--- src/sadstk_pkg.sv ---
package sadstk_pkg;

    localparam int DEPTH      = 256;
    localparam int ELEM_WIDTH = 32;
    localparam int ADDR_W     = $clog2(DEPTH);
    localparam int COUNT_W    = $clog2(DEPTH + 1);
    localparam int WORD_W     = 32;
    localparam int TOTAL_W    = 9;

    typedef logic [ADDR_W-1:0]     addr_t;
    typedef logic [COUNT_W-1:0]    count_t;
    typedef logic [COUNT_W:0]      sum_t;
    typedef logic [ELEM_WIDTH-1:0] elem_t;
    typedef logic [WORD_W-1:0]     word_t;
    typedef logic [63:0]           dword_t;
    typedef logic [TOTAL_W-1:0]    total_t;

    typedef enum logic [1:0] {
        MODE_PUSH  = 2'd0,
        MODE_POP   = 2'd1,
        MODE_PEEK  = 2'd2,
        MODE_CLEAR = 2'd3
    } mode_t;

    typedef enum logic [1:0] {
        ST_OK     = 2'd0,
        ST_FULL   = 2'd1,
        ST_EMPTY  = 2'd2,
        ST_BADNUM = 2'd3
    } status_t;

    localparam logic [1:0] STK_LOWER = 2'd1;
    localparam logic [1:0] STK_UPPER = 2'd2;

    // memory access issued at the accept edge
    typedef struct packed {
        logic  we;
        logic  re;
        addr_t addr;
        elem_t wdata;
    } mem_req_t;

    // result register contents, read data joins from the memory port
    typedef struct packed {
        logic    valid;
        status_t status;
        logic    read_ok;
        total_t  total;
        logic    all_empty;
    } result_t;

    // stored element: low ELEM_WIDTH bits of the sign-extended word
    function automatic elem_t word_to_elem(input logic signed [WORD_W-1:0] w);
        dword_t ext;
        ext = dword_t'(w);
        return elem_t'(ext);
    endfunction

    // read element: sign-extend from ELEM_WIDTH bits, keep the low word
    function automatic word_t elem_to_word(input elem_t e);
        logic signed [ELEM_WIDTH-1:0] s;
        dword_t                       ext;
        s   = e;
        ext = dword_t'(s);
        return word_t'(ext);
    endfunction

endpackage

--- src/sadstk_ctrl.sv ---
module sadstk_ctrl (
    input  logic                  aclk,
    input  logic                  aresetn,
    input  logic                  s_valid,
    output logic                  s_ready,
    input  logic [1:0]            s_mode,
    input  logic [1:0]            s_which_stack,
    input  logic signed [31:0]    s_push_value,
    input  logic                  m_ready,
    output sadstk_pkg::mem_req_t  mem_req,
    output sadstk_pkg::result_t   result
);

    sadstk_pkg::count_t  lower_reg, lower_next;
    sadstk_pkg::count_t  upper_reg, upper_next;
    sadstk_pkg::result_t rslt_reg, rslt_next;
    sadstk_pkg::sum_t    sum_now, sum_after;
    sadstk_pkg::sum_t    depth_s;
    sadstk_pkg::status_t status;
    sadstk_pkg::mem_req_t req;
    logic                read_ok;
    logic                accept;

    assign s_ready = !rslt_reg.valid || m_ready;
    assign accept  = s_valid && s_ready;
    assign depth_s = sadstk_pkg::sum_t'(sadstk_pkg::DEPTH);
    assign sum_now = {1'b0, lower_reg} + {1'b0, upper_reg};

    always_comb begin
        lower_next = lower_reg;
        upper_next = upper_reg;
        status     = sadstk_pkg::ST_OK;
        read_ok    = 1'b0;
        req.we     = 1'b0;
        req.re     = 1'b0;
        req.addr   = '0;
        req.wdata  = sadstk_pkg::word_to_elem(s_push_value);
        unique case (sadstk_pkg::mode_t'(s_mode)) inside
            sadstk_pkg::MODE_PUSH: begin
                if (sum_now >= depth_s) begin
                    status = sadstk_pkg::ST_FULL;
                end else if (s_which_stack == sadstk_pkg::STK_LOWER) begin
                    req.we     = 1'b1;
                    req.addr   = sadstk_pkg::addr_t'(lower_reg);
                    lower_next = lower_reg + sadstk_pkg::count_t'(1);
                end else if (s_which_stack == sadstk_pkg::STK_UPPER) begin
                    req.we     = 1'b1;
                    req.addr   = sadstk_pkg::addr_t'(depth_s - {1'b0, upper_reg}
                                                     - sadstk_pkg::sum_t'(1));
                    upper_next = upper_reg + sadstk_pkg::count_t'(1);
                end else begin
                    status = sadstk_pkg::ST_BADNUM;
                end
            end
            sadstk_pkg::MODE_POP, sadstk_pkg::MODE_PEEK: begin
                if (s_mode == sadstk_pkg::MODE_POP && sum_now == '0) begin
                    status = sadstk_pkg::ST_EMPTY;
                end else if (s_which_stack == sadstk_pkg::STK_LOWER) begin
                    if (lower_reg == '0) begin
                        status = sadstk_pkg::ST_EMPTY;
                    end else begin
                        req.re   = 1'b1;
                        read_ok  = 1'b1;
                        req.addr = sadstk_pkg::addr_t'(lower_reg - sadstk_pkg::count_t'(1));
                        if (s_mode == sadstk_pkg::MODE_POP) begin
                            lower_next = lower_reg - sadstk_pkg::count_t'(1);
                        end
                    end
                end else if (s_which_stack == sadstk_pkg::STK_UPPER) begin
                    if (upper_reg == '0) begin
                        status = sadstk_pkg::ST_EMPTY;
                    end else begin
                        req.re   = 1'b1;
                        read_ok  = 1'b1;
                        req.addr = sadstk_pkg::addr_t'(depth_s - {1'b0, upper_reg});
                        if (s_mode == sadstk_pkg::MODE_POP) begin
                            upper_next = upper_reg - sadstk_pkg::count_t'(1);
                        end
                    end
                end else begin
                    status = sadstk_pkg::ST_BADNUM;
                end
            end
            sadstk_pkg::MODE_CLEAR: begin
                lower_next = '0;
                upper_next = '0;
            end
            default: begin
                status = sadstk_pkg::ST_OK;
            end
        endcase
        sum_after = {1'b0, lower_next} + {1'b0, upper_next};

        rslt_next           = rslt_reg;
        rslt_next.status    = status;
        rslt_next.read_ok   = read_ok;
        rslt_next.total     = sadstk_pkg::total_t'(sum_after);
        rslt_next.all_empty = (sum_after == '0);
        rslt_next.valid     = 1'b1;
    end

    // memory sees the access only on the accept edge
    always_comb begin
        mem_req    = req;
        mem_req.we = req.we && accept;
        mem_req.re = req.re && accept;
    end

    always_ff @(posedge aclk) begin
        if (!aresetn) begin
            lower_reg      <= '0;
            upper_reg      <= '0;
            rslt_reg.valid <= 1'b0;
        end else if (accept) begin
            lower_reg <= lower_next;
            upper_reg <= upper_next;
            rslt_reg  <= rslt_next;
        end else if (m_ready) begin
            rslt_reg.valid <= 1'b0;
        end
    end

    assign result = rslt_reg;

    // the two stacks never overlap
    a_no_overlap: assert property (@(posedge aclk) disable iff (!aresetn)
        sum_now <= depth_s)
        else $error("stack counts exceed memory depth");

    // clear empties both stacks
    a_clear_empties: assert property (@(posedge aclk) disable iff (!aresetn)
        accept && s_mode == sadstk_pkg::MODE_CLEAR |=> lower_reg == '0 && upper_reg == '0)
        else $error("clear left elements behind");

    // failed operations keep the counts
    a_fail_holds: assert property (@(posedge aclk) disable iff (!aresetn)
        accept && status != sadstk_pkg::ST_OK |=>
            $stable(lower_reg) && $stable(upper_reg))
        else $error("failed operation changed a count");

    // memory never both read and written at once
    a_one_access: assert property (@(posedge aclk) disable iff (!aresetn)
        !(mem_req.we && mem_req.re))
        else $error("memory read and write in the same cycle");

endmodule

--- config.mk ---
export PLATFORM = sky130hd
export DESIGN_NAME = sadstk_ctrl
export DESIGN_NICKNAME = d
export VERILOG_FILES = /design/src/sadstk_pkg.sv /design/src/sadstk_ctrl.sv
export SDC_FILE = /design/constraint.sdc
export NUM_CORES = 1
export LEC_CHECK = 0
export ABC_CLOCK_PERIOD_IN_PS = 11700
export BUFFER_PORTS_ARGS = -buffer_cell sky130_fd_sc_hd__buf_4
export CAP_MARGIN = 20
export CORE_MARGIN = 4
export CORE_UTILIZATION = 41
export DETAILED_ROUTE_END_ITERATION = 12
export HOLD_SLACK_MARGIN = 0.1
export SETUP_SLACK_MARGIN = 0.05
export SLEW_MARGIN = 0
export SYNTH_ARGS = -nofsm -noshare
export SYNTH_HDL_FRONTEND = slang
export SYNTH_SLANG_ARGS = --single-unit
--- constraint.sdc ---
create_clock -name aclk -period 11.7 [get_ports aclk]
set_input_delay 1.17 -clock aclk [delete_from_list [all_inputs] [get_ports aclk]]
set_output_delay 1.17 -clock aclk [all_outputs]
set_load 0.01 [all_outputs]
== Yosys cells after proc, flatten, opt, wreduce, memory -nomap -nowiden ==
Cells that the tools add are included.

* Bits in registers: 32
* Input bits: 40
* Output and inout port bits: 57

* Eq/ne operators: 5
* Mux-type cells: 45
* Add/sub/neg operators: 8
* Bitwise gates (word level): 1
* Reductions and logical operators: 15
* Magnitude comparators: 1

{| class="wikitable"
|+ Operator list
! operator !! number
|-
| $mux 9 || 19
|-
| $pmux 9 s3 || 2
|-
| $mux 8 || 3
|-
| $add 9x9->10 || 2
|-
| $logic_not 10->1 || 2
|-
| $add 9x1->9 const B || 2
|-
| $logic_not 9->1 || 2
|-
| $sub 9x1->9 const B || 2
|-
| $mux 2 || 8
|-
| $pmux 8 s2 || 1
|-
| $mux 1 || 11
|-
| $ge 10x9->1 const B || 1
|-
| $sub 1x8->8 const A || 1
|-
| $sub 8x1->8 const B || 1
|-
| $eq 2x2->1 const B || 3
|-
| $eq 2x1->1 const B || 2
|-
| $logic_and 1x1->1 || 4
|-
| $pmux 2 s2 || 1
|-
| $reduce_or 2->1 || 2
|-
| $logic_not 2->1 || 1
|-
| $reduce_and 2->1 || 1
|-
| $reduce_bool 2->1 || 1
|-
| $logic_not 1->1 || 1
|-
| $logic_or 1x1->1 || 1
|-
| $not 1->1 || 1
|}

== Logic depth before layout (Yosys ltp) ==
Gate-level depths: netlist (run 1).

* Word-level depth: 9
* Mapped depth: 23

== Least setup slack after synthesis (run 1) ==
OpenSTA, ideal clock, no wires.

* Path kind: register to register
* Start point: reg lower_reg[0]
* End point: reg rslt_reg (netlist bit result[0]), data pin
* Setup time: 157 ps
* Buffers on the path: 1
* Period minus slack after synthesis: 4866 ps
* Arrival time: 4709 ps
* Slack: 6834 ps
* Stages on the path, launching flop included: 20
* Cells stage by stage: dfxtp_1 > ha_1 > fa_1 > a211oi_1 > xor2_1 > a31oi_1 > nor3_1 > and4_1 > buf_2 > o21ai_0 > and3_1 > o21bai_1 > ha_1 > inv_1 > fa_1 > inv_1 > or4_1 > or4_1 > or3_1 > nor3_1

{| class="wikitable"
|+ RTL lines
! what !! line !! source
|-
| start: declaration || sadstk_ctrl.sv:14 || <nowiki>sadstk_pkg::count_t lower_reg, lower_next;</nowiki>
|-
| start signal: assignment || sadstk_ctrl.sv:115 || <nowiki>lower_reg <= lower_next;</nowiki>
|-
| end signal: assignment || sadstk_ctrl.sv:117 || <nowiki>rslt_reg <= rslt_next;</nowiki>
|-
| end: declaration || sadstk_ctrl.sv:16 || <nowiki>sadstk_pkg::result_t rslt_reg, rslt_next;</nowiki>
|}

==> results of run 1 <==
[stage by stage]
step / hold slack, ps / util / setup slack, ps
2_1_floorplan: 513 / - / 6830
3_3_place_gp: 539 / 0.427 / 5840
3_5_place_dp: 549 / 0.427 / 5630
4_1_cts: 562 / 0.439 / 5580
5_1_grt: 603 / 0.439 / 5050
6_report: 549 / 0.439 / 5490
[layout by cell type, fill, tap and decap left out, types with 3 or more instances in the layout]
master,netlist,layout
sky130_fd_sc_hd__nand4_1,6,6
sky130_fd_sc_hd__nor4_1,4,4
sky130_fd_sc_hd__and2_1,6,6
sky130_fd_sc_hd__a22oi_1,9,9
sky130_fd_sc_hd__xnor2_1,19,19
sky130_fd_sc_hd__o21ai_0,35,35
sky130_fd_sc_hd__nand2_1,52,52
sky130_fd_sc_hd__mux2i_1,4,4
sky130_fd_sc_hd__edfxtp_1,13,13
sky130_fd_sc_hd__a211oi_1,4,4
sky130_fd_sc_hd__nand3_1,15,15
sky130_fd_sc_hd__or4_1,3,3
sky130_fd_sc_hd__buf_4,33,35
sky130_fd_sc_hd__a311oi_1,3,3
sky130_fd_sc_hd__ha_1,28,28
sky130_fd_sc_hd__a21o_1,12,12
sky130_fd_sc_hd__o22ai_1,8,8
sky130_fd_sc_hd__a221oi_1,6,6
sky130_fd_sc_hd__and3_1,7,7
sky130_fd_sc_hd__inv_1,21,21
sky130_fd_sc_hd__xor2_1,17,17
sky130_fd_sc_hd__clkbuf_8,0,5
sky130_fd_sc_hd__a31oi_1,17,17
sky130_fd_sc_hd__o31ai_1,3,3
sky130_fd_sc_hd__a31o_2,3,3
sky130_fd_sc_hd__dfxtp_1,19,19
sky130_fd_sc_hd__nand2b_1,4,4
sky130_fd_sc_hd__nor3_1,21,21
sky130_fd_sc_hd__nor2_1,35,35
sky130_fd_sc_hd__a21oi_1,26,26
sky130_fd_sc_hd__nor2b_1,4,4
sky130_fd_sc_hd__or3_1,8,8
[kinds of logic after synthesis]
group | synth area share
and+or+nand+nor | 0.234
buffers and inverters | 0.117
xor gates and xnor gates | 0.0806
AOI/OAI and AO/OA | 0.256
adders and majority gates | 0.0998
DFF | 0.197
muxes | 0.0160
[worst max-delay path by stage]
stage | from | to | slack [ps] | cells after the start
after floorplan | lower_reg[0] | result[0] | 6830 | 19
after global placement | upper_reg[0] | result[0] | 5840 | 20
after detailed placement | upper_reg[0] | result[0] | 5630 | 20
after CTS | upper_reg[0] | result[0] | 5580 | 20
after global routing | upper_reg[0] | result[0] | 5050 | 20
final | upper_reg[0] | result[0] | 5490 | 20
[critical path, stage by stage, from the launching register on]
cell	delay [ps]
sky130_fd_sc_hd__dfxtp_1	660
sky130_fd_sc_hd__ha_1	290
sky130_fd_sc_hd__fa_1	230
sky130_fd_sc_hd__a211oi_1	120
sky130_fd_sc_hd__o21a_1	250
sky130_fd_sc_hd__a2111o_1	480
sky130_fd_sc_hd__nor3_2	660
sky130_fd_sc_hd__and4_1	570
sky130_fd_sc_hd__o21ai_0	210
sky130_fd_sc_hd__and3_1	260
sky130_fd_sc_hd__o21bai_1	160
sky130_fd_sc_hd__ha_1	190
sky130_fd_sc_hd__inv_1	50
sky130_fd_sc_hd__fa_1	390
sky130_fd_sc_hd__nor2b_1	110
sky130_fd_sc_hd__o21ai_0	90
sky130_fd_sc_hd__a21boi_0	250
sky130_fd_sc_hd__nor2_1	90
sky130_fd_sc_hd__or4_1	520
sky130_fd_sc_hd__or3_1	310
sky130_fd_sc_hd__nor3_1	150
[power by group through the flow]
| stage | combinational, mW | sequential, mW | clock [mW] |
|---|---|---|---|
| after floorplan | 0.0710 | 0.126 | 0 |
| after global placement | 0.0850 | 0.127 | 0 |
| after detailed placement | 0.0850 | 0.127 | 0 |
| after CTS | 0.0854 | 0.124 | 0.116 |
| after global routing | 0.0949 | 0.125 | 0.121 |
| final | 0.0865 | 0.124 | 0.113 |
[Yosys cell counts (all sizes together), types with 13 or more instances]
| cell | n |
|---|---|
| clkbuf | 29 |
| o21ai | 36 |
| xor2 | 17 |
| nor3 | 23 |
| buf | 37 |
| nand2 | 53 |
| a21oi | 26 |
| xnor2 | 19 |
| inv | 21 |
| nor2 | 35 |
| edfxtp | 13 |
| dfxtp | 19 |
| ha | 28 |
| a31oi | 17 |
| nand3 | 15 |
[metal layers]
layer / wire [microns] / up-vias / part of all wire
met4: 340 / 0 / 0.028
met1: 4990 / 1833 / 0.41
met5: 0 / - / 0
met3: 1230 / 37 / 0.10
met2: 5720 / 234 / 0.47
li1: - / 1838 / -
[area by class of cell]
type,count,share of cell area
Inverter,22,0.0203
Clock inverter,3,0.0104
Tap cell,129,0.0396
Clock buffer,5,0.0169
Sequential cell,32,0.189
Timing Repair Buffer,35,0.0645
Multi-Input combinational cell,403,0.659
==> results.json, run 1 <==
{
  "worst-path-max-fanout": 13,
  "initial_utilization": 0.421,
  "count_of_hold_buffers_inserted_by_post_cts_repair": 0,
  "cts-buffers-inserted": 5,
  "finalWirelength_microns": 12300,
  "drive_above_1_share": 0.122,
  "placed_cells_incl_taps": 621,
  "tightestPinTransition_ps": 845,
  "p_leak_nw": 1.74,
  "grt_most_used_layer": "met2",
  "cap_violations": 0,
  "cts_resized": 0,
  "vdd_drop_max_mv": 0.0565,
  "clock_power_share": 0.350,
  "grt_pass1_wl_microns": 19400,
  "slew_viol_final": 0,
  "powerDensity_nw_per_um2": 79.6,
  "dieArea_sq_um": 11200,
  "placement.cell_area_sq_um": 3960,
  "largest_register_ff_count": 14,
  "die_w_microns": 106,
  "async_s_r_ff_share_synth": 0,
  "synth_enable_flop_cells": 13,
  "route.detailed.drc": 0,
  "synth_area_sq_um": 3910,
  "setup_slack_reg_to_reg_ps": 5490,
  "grt_util_met3": 0.0514,
  "buffer_ports.inserted": 32,
  "yosys_most_used_dff": "sky130_fd_sc_hd__dfxtp_1",
  "reg2regPathDepth": 20,
  "synth.ff_latch_count": 32,
  "drt_iter0_drc": 420,
  "synth-seq-area-share": 0.197,
  "routed_wire_length_per_instance_microns": 19.5,
  "reg2reg_from": "upper_reg[0]",
  "finalInstanceArea_sq_um": 4070,
  "synth.lib_cells_used.distinct": 69,
  "clk_latency_ps": 310,
  "timing.clock.skew_ps": 9.77,
  "finalSetupViolCount": 0,
  "hold_viol_final": 0,
  "buffers_inserted_by_post_cts_timing_repair": 0,
  "setup.worst_path.start_class": "flip-flop",
  "power.switching_mw": 0.110,
  "final_min_period_over_clock_period": 0.531,
  "switching_power_as_a_share_of_total_power": 0.338,
  "core-area_sq_um": 9280,
  "floorplan.die.height_microns": 106,
  "vias": 3942,
  "fin_total_pwr_mw": 0.324,
  "final_cell_count_no_fill": 629,
  "post-dp-hpwl_microns": 9130,
  "result_of_the_run": "finished clean",
  "seq_area_sq_um": 771,
  "vias_per_cell": 6.27,
  "cell_internal_pwr_mw": 0.215,
  "rsz0062_at_grt": "false",
  "hp-start": "result[13]",
  "yosysTopAreaCellShare": 0.0998,
  "multiInputGateArea_sq_um": 2680,
  "slew-limit-headroom": 0.433,
  "timing.final.crit_period_ps": 6210,
  "grt_use_met2": 0.355,
  "mapped_cells": 523,
  "design.portCount": 97,
  "cts_buffer_depth": 2,
  "insertedDiodeCount": 0,
  "clock_sinks": 32,
  "clockRootBuffer": "sky130_fd_sc_hd__clkbuf_8",
  "routabilityCongestion": 0.948,
  "area.growth.synth_to_final_pct": 4.13,
  "grt_max_degree": 34,
  "cts_tree": "yes",
  "mappedNetlistNets": 593,
  "clk_transition_reported_paths_ps": 70,
  "detail_route.first_pass.iterations": 5,
  "totalNegativeSetupSlack_ps": 0,
  "share_comb_of_total_power": 0.267,
  "synthesis.area_per_instance_sq_um": 7.48,
  "power.share.sequential": 0.383,
  "drt.antenna.violating_nets": 0,
  "reg2reg_to": "result[0]",
  "ys_top_cells_by_area": "sky130_fd_sc_hd__edfxtp_1 10%, sky130_fd_sc_hd__dfxtp_1 9.7%, sky130_fd_sc_hd__ha_1 9.0%",
  "setup.worst_path.end_class": "flip-flop",
  "number_of_fill_cells": 985,
  "cp.arrival_ps": 6350,
  "gr-total-overflow": 0,
  "num-nets-final": 569,
  "antenna_violations_before_repair": 0,
  "crit_required_ps": 11840,
  "worst_hold_path_type": "flip-flop to flip-flop",
  "via_count_of_the_first_global_routing_pass": 3610,
  "timing.hold.worst_endpoint": "result[13]",
  "h-tree-depth": 2,
  "globalRouteTotalUtil": 0.217,
  "synthesis.yosys.warnings": 0,
  "top_achievable_clock_speed_mhz": 161,
  "synth.largest_area_cell": "sky130_fd_sc_hd__edfxtp_1",
  "timing_worst_setup_path_type": "flip-flop to flip-flop",
  "total_number_of_placement_rows": 35,
  "holdPathStages": 2,
  "grt_use_met1": 0.279
}
Note: power is estimated with default switching activity, not from simulation.
==> run 2: changes to the inputs <==
- ABC_CLOCK_PERIOD_IN_PS: 11700 -> 6250
- clock period: 11.7 -> 6.25 ns (I/O delays scaled with it)
==> run 2 against run 1 <==
Against the previous run:
- register-to-register slack worse by 4900 ps
- cell count is 2.1% higher
- fmax is 9.5% higher
- clock-buffer cell count is 1 higher
- cell area is 2.3% higher
- combinational power is 97% higher
- total power is 89% higher
- global-route usage is 1.0 points higher
- via count is 0.25% higher
- worst hold slack better by 16 ps
- utilization is 1.0 points higher
- largest power group unchanged
==> results.json, run 2 (synthesized netlist as in run 1, its figures left out) <==
{
  "gr-total-overflow": 0,
  "timing.clock.skew_ps": 9.89,
  "post-dp-hpwl_microns": 9720,
  "buffers_inserted_by_post_cts_timing_repair": 0,
  "setup.worst_path.start_class": "flip-flop",
  "via_count_of_the_first_global_routing_pass": 3681,
  "cts_buffer_depth": 2,
  "vdd_drop_max_mv": 0.0709,
  "clock_sinks": 32,
  "route.detailed.drc": 0,
  "buffer_ports.inserted": 32,
  "drt_iter0_drc": 372,
  "layout.cells.most_common_list": "52 x sky130_fd_sc_hd__nand2_1, 48 x sky130_fd_sc_hd__buf_4, 35 x sky130_fd_sc_hd__nor2_1, 35 x sky130_fd_sc_hd__o21ai_0, 28 x sky130_fd_sc_hd__ha_1",
  "layout.cells.most_common": "sky130_fd_sc_hd__nand2_1",
  "antenna_violations_before_repair": 0,
  "vias": 3952,
  "hold_viol_final": 0,
  "die_w_microns": 106,
  "h-tree-depth": 2,
  "crit_required_ps": 6400,
  "timing.final.crit_period_ps": 5670,
  "detail_route.first_pass.iterations": 5,
  "grt_pass1_wl_microns": 20000,
  "num-nets-final": 582,
  "slew_viol_final": 0,
  "cts_tree": "yes",
  "routabilityCongestion": 0.911,
  "floorplan.die.height_microns": 106,
  "cts_resized": 0,
  "top_achievable_clock_speed_mhz": 176,
  "cts-buffers-inserted": 5,
  "setup.worst_path.end_class": "flip-flop",
  "count_of_hold_buffers_inserted_by_post_cts_repair": 0,
  "design.portCount": 97,
  "finalWirelength_microns": 12800,
  "cap_violations": 0,
  "rsz0062_at_grt": "false",
  "initial_utilization": 0.421,
  "grt_max_degree": 34,
  "p_leak_nw": 1.81,
  "slew-limit-headroom": 0.571,
  "dieArea_sq_um": 11200,
  "powerDensity_nw_per_um2": 147,
  "clk_transition_reported_paths_ps": 70,
  "routed_wire_length_per_instance_microns": 19.9,
  "clockRootBuffer": "sky130_fd_sc_hd__clkbuf_8",
  "worst-path-max-fanout": 13,
  "clk_latency_ps": 310,
  "finalInstanceArea_sq_um": 4170,
  "slowest_stage": "sky130_fd_sc_hd__or4_1",
  "worst_hold_path_type": "flip-flop to flip-flop",
  "finalSetupViolCount": 0,
  "insertedDiodeCount": 0,
  "timing_worst_setup_path_type": "flip-flop to flip-flop",
  "totalNegativeSetupSlack_ps": 0,
  "area.growth.synth_to_final_pct": 6.53,
  "globalRouteTotalUtil": 0.227,
  "cp_slowest_stage_delay_ps": 530,
  "drt.antenna.violating_nets": 0,
  "cp.arrival_ps": 5820,
  "total_number_of_placement_rows": 35,
  "largest_register_ff_count": 14,
  "vias_per_cell": 6.16,
  "result_of_the_run": "finished clean",
  "final_min_period_over_clock_period": 0.908,
  "tightestPinTransition_ps": 638,
  "core-area_sq_um": 9280,
  "path_cells": "ha_1 -> fa_1 -> a211oi_1 -> xor2_1 -> a31oi_1 -> nor3_1 -> nand4_2 -> nand2_1 -> a22o_1 -> a2bb2oi_1 -> ha_1 -> inv_1 -> fa_1 -> nor2b_1 -> o21ai_0 -> a21boi_0 -> nor2_1 -> or4_1 -> or3_1 -> nor3_1",
  "placement.cell_area_sq_um": 4060,
  "drive_above_1_share": 0.142
}
==> run 2: changes by cell type in the layout (fill, tap and decap cells not counted) <==
cell | previous run | this run
sky130_fd_sc_hd__clkbuf_1 | 0 | 1
sky130_fd_sc_hd__buf_4 | 35 | 48
sky130_fd_sc_hd__clkinvlp_4 | 1 | 0
==> run 2: power by group <==
part	total (mW)	switching (mW)	internal, mW
logic	0.170	0.107	0.0629
registers	0.232	0.00742	0.225
clock network	0.209	0.0911	0.118
==> run 2: critical path, delay by kind of cell (launching register included) <==
family,cells,cell delay [ps]
compound gates,6,1280
fa+ha+maj,4,1310
buf+inv,1,50
flops,1,460
simple gates,8,2180
xor+xnor,1,190
==> run 2: per-layer routing <==
layer / GRT usage / share of wire
met1: 0.302 / 0.43
met3: 0.0576 / 0.092
met2: 0.351 / 0.44
met4: 0.0934 / 0.037
met5: 0 / 0
==> run 2: final timing paths <==
kind                      from          to  slack [ps]  cells past startpoint
hold / removal      result[13]  result[13]         570                      2
hold reg to reg     result[13]  result[13]         570                      2
setup / recovery  upper_reg[0]   result[0]         580                     20
setup reg to reg  upper_reg[0]   result[0]         580                     20
==> run 2: area by class of cell <==
type                    instances  area (sq um)
inverters                      22          82.6
fillers                       975          5120
clock buffers                   6          72.6
repair buffers                 48           360
flip-flops and latches         32           771
well taps                     129           161
multi-input cells             403          2680
clock inverters                 2          35.0
==> run 2: through the flow <==
step | utilization | hold WS (ps) | std cells | total power [mW] | worst slack [ps]
floorplan | - | 513 | 523 | 0.368 | 1380
global placement | 0.437 | 542 | 634 | 0.403 | 975
detailed placement | 0.437 | 560 | 634 | 0.403 | 713
CTS | 0.449 | 572 | 642 | 0.611 | 675
global route | 0.449 | 611 | 642 | 0.636 | 265
finish | 0.449 | 565 | 642 | 0.612 | 576
==> run 3: changes to the inputs <==
- CORE_UTILIZATION: 41 -> 29
==> run 3 against run 2 <==
Against the previous run:
- flip-flop and latch count did not move
- critical path depth increased by 2
- worst setup slack gained 11 ps
==> results.json, run 3 (synthesized netlist as in run 1, its figures left out) <==
{
  "reg2regPathDepth": 22,
  "grt_max_degree": 33,
  "p_leak_nw": 1.86,
  "cts_buffer_depth": 2,
  "detail_route.first_pass.iterations": 5,
  "clock_sinks": 32,
  "drive_above_1_share": 0.151,
  "vias": 4020,
  "design.portCount": 97,
  "initial_utilization": 0.295,
  "cts-buffers-inserted": 5,
  "slew-limit-headroom": 0.557,
  "finalWirelength_microns": 13100,
  "timing_worst_setup_path_type": "flip-flop to flip-flop",
  "core-area_sq_um": 13200,
  "clk_transition_reported_paths_ps": 60,
  "post-dp-hpwl_microns": 10200,
  "buffer_ports.inserted": 32,
  "setup.worst_path.start_class": "flip-flop",
  "drt.antenna.violating_nets": 0,
  "vias_per_cell": 5.79,
  "clockRootBuffer": "sky130_fd_sc_hd__clkbuf_16",
  "cts_tree": "yes",
  "clk_latency_ps": 280,
  "finalSetupViolCount": 0,
  "gr-total-overflow": 0,
  "hold_viol_final": 0,
  "insertedDiodeCount": 0,
  "crit_required_ps": 6360,
  "cp.arrival_ps": 5780,
  "placed_cells_incl_taps": 686,
  "setup.worst_path.end_class": "flip-flop",
  "result_of_the_run": "finished clean",
  "buffers_inserted_by_post_cts_timing_repair": 0,
  "cts_resized": 0,
  "final_min_period_over_clock_period": 0.906,
  "num-nets-final": 587,
  "count_of_hold_buffers_inserted_by_post_cts_repair": 0,
  "grt_pass1_wl_microns": 20500,
  "route.detailed.drc": 0,
  "tightestPinTransition_ps": 658,
  "timing.clock.skew_ps": 7.58,
  "drt_iter0_drc": 491,
  "totalNegativeSetupSlack_ps": 0,
  "worst_hold_path_type": "flip-flop to flip-flop",
  "worst-path-max-fanout": 12,
  "holdPathStages": 2,
  "dieArea_sq_um": 15400,
  "layout.cells.most_common_list": "53 x sky130_fd_sc_hd__buf_4, 52 x sky130_fd_sc_hd__nand2_1, 35 x sky130_fd_sc_hd__nor2_1, 35 x sky130_fd_sc_hd__o21ai_0, 28 x sky130_fd_sc_hd__ha_1",
  "slew_viol_final": 0,
  "die_w_microns": 124,
  "largest_register_ff_count": 14,
  "timing.final.crit_period_ps": 5660,
  "h-tree-depth": 2,
  "routed_wire_length_per_instance_microns": 18.9,
  "area.growth.synth_to_final_pct": 10.4,
  "globalRouteTotalUtil": 0.170,
  "rsz0062_at_grt": "false",
  "floorplan.die.height_microns": 124,
  "vdd_drop_max_mv": 0.0734,
  "antenna_violations_before_repair": 0,
  "cap_violations": 0,
  "total_number_of_placement_rows": 42,
  "number_of_fill_cells": 1436,
  "top_achievable_clock_speed_mhz": 177,
  "final_cell_count_no_fill": 694,
  "fin_total_pwr_mw": 0.688,
  "routabilityCongestion": 0.977,
  "layout.cells.most_common": "sky130_fd_sc_hd__buf_4",
  "via_count_of_the_first_global_routing_pass": 3850,
  "powerDensity_nw_per_um2": 159
}
## run 3: cell types whose count changed in the layout (fill, tap and decap cells not counted), sizes merged
cell,previous run,this run
buf,48,53
## run 3: power breakdown
group	total, mW	leakage [nW]	switching, mW	internal [mW]
Sequential	0.229	0.278	0.00350	0.225
Clock	0.282	0.0808	0.0945	0.188
Combinational	0.177	1.50	0.113	0.0642
## run 3: layer usage
| layer | part of all wire | vias to the layer above | track usage |
|---|---|---|---|
| met5 | 0 | - | 0 |
| met4 | 0.042 | 0 | 0.0842 |
| met3 | 0.095 | 53 | 0.0363 |
| met2 | 0.45 | 217 | 0.265 |
| met1 | 0.41 | 1877 | 0.221 |
| li1 | - | 1873 | - |
## run 3: area by class of cell
cell class,count,area [sq um],share of cell area
Clock buffer,6,129,0.0298
Inverter,22,82.6,0.0191
Clock inverter,2,35.0,0.00811
Multi-Input combinational cell,403,2680,0.621
Sequential cell,32,771,0.178
Tap cell,176,220,0.0510
Timing Repair Buffer,53,398,0.0921
## run 3: worst paths after layout
kind	to	start	slack [ps]
min	result[13]	result[13]	550
min reg2reg	result[13]	result[13]	550
max	result[0]	lower_reg[0]	590
max reg2reg	result[0]	lower_reg[0]	590
## run 3: through the flow
stage / utilization / setup WS, ps / hold WS [ps] / area (sq um)
6_report: 0.326 / 588 / 549 / 4320
5_1_grt: 0.326 / 266 / 579 / 4320
4_1_cts: 0.326 / 669 / 555 / 4320
3_5_place_dp: 0.314 / 745 / 547 / 4160
3_3_place_gp: 0.314 / 935 / 532 / 4160
2_1_floorplan: - / 1380 / 513 / 3910
## run 3: critical path, cell delays in order (launching register included)
cell,delay (ps)
sky130_fd_sc_hd__dfxtp_1,300
sky130_fd_sc_hd__buf_4,150
sky130_fd_sc_hd__ha_1,220
sky130_fd_sc_hd__fa_1,420
sky130_fd_sc_hd__a211oi_1,330
sky130_fd_sc_hd__o21a_1,240
sky130_fd_sc_hd__nor3_1,120
sky130_fd_sc_hd__nor3_2,170
sky130_fd_sc_hd__buf_4,230
sky130_fd_sc_hd__and4_1,460
sky130_fd_sc_hd__o21ai_0,210
sky130_fd_sc_hd__and3_1,220
sky130_fd_sc_hd__o21bai_1,170
sky130_fd_sc_hd__ha_1,190
sky130_fd_sc_hd__inv_1,50
sky130_fd_sc_hd__fa_1,390
sky130_fd_sc_hd__nor2b_1,120
sky130_fd_sc_hd__o21ai_0,110
sky130_fd_sc_hd__a21boi_0,270
sky130_fd_sc_hd__nor2_1,110
sky130_fd_sc_hd__or4_1,530
sky130_fd_sc_hd__or3_1,330
sky130_fd_sc_hd__nor3_1,140
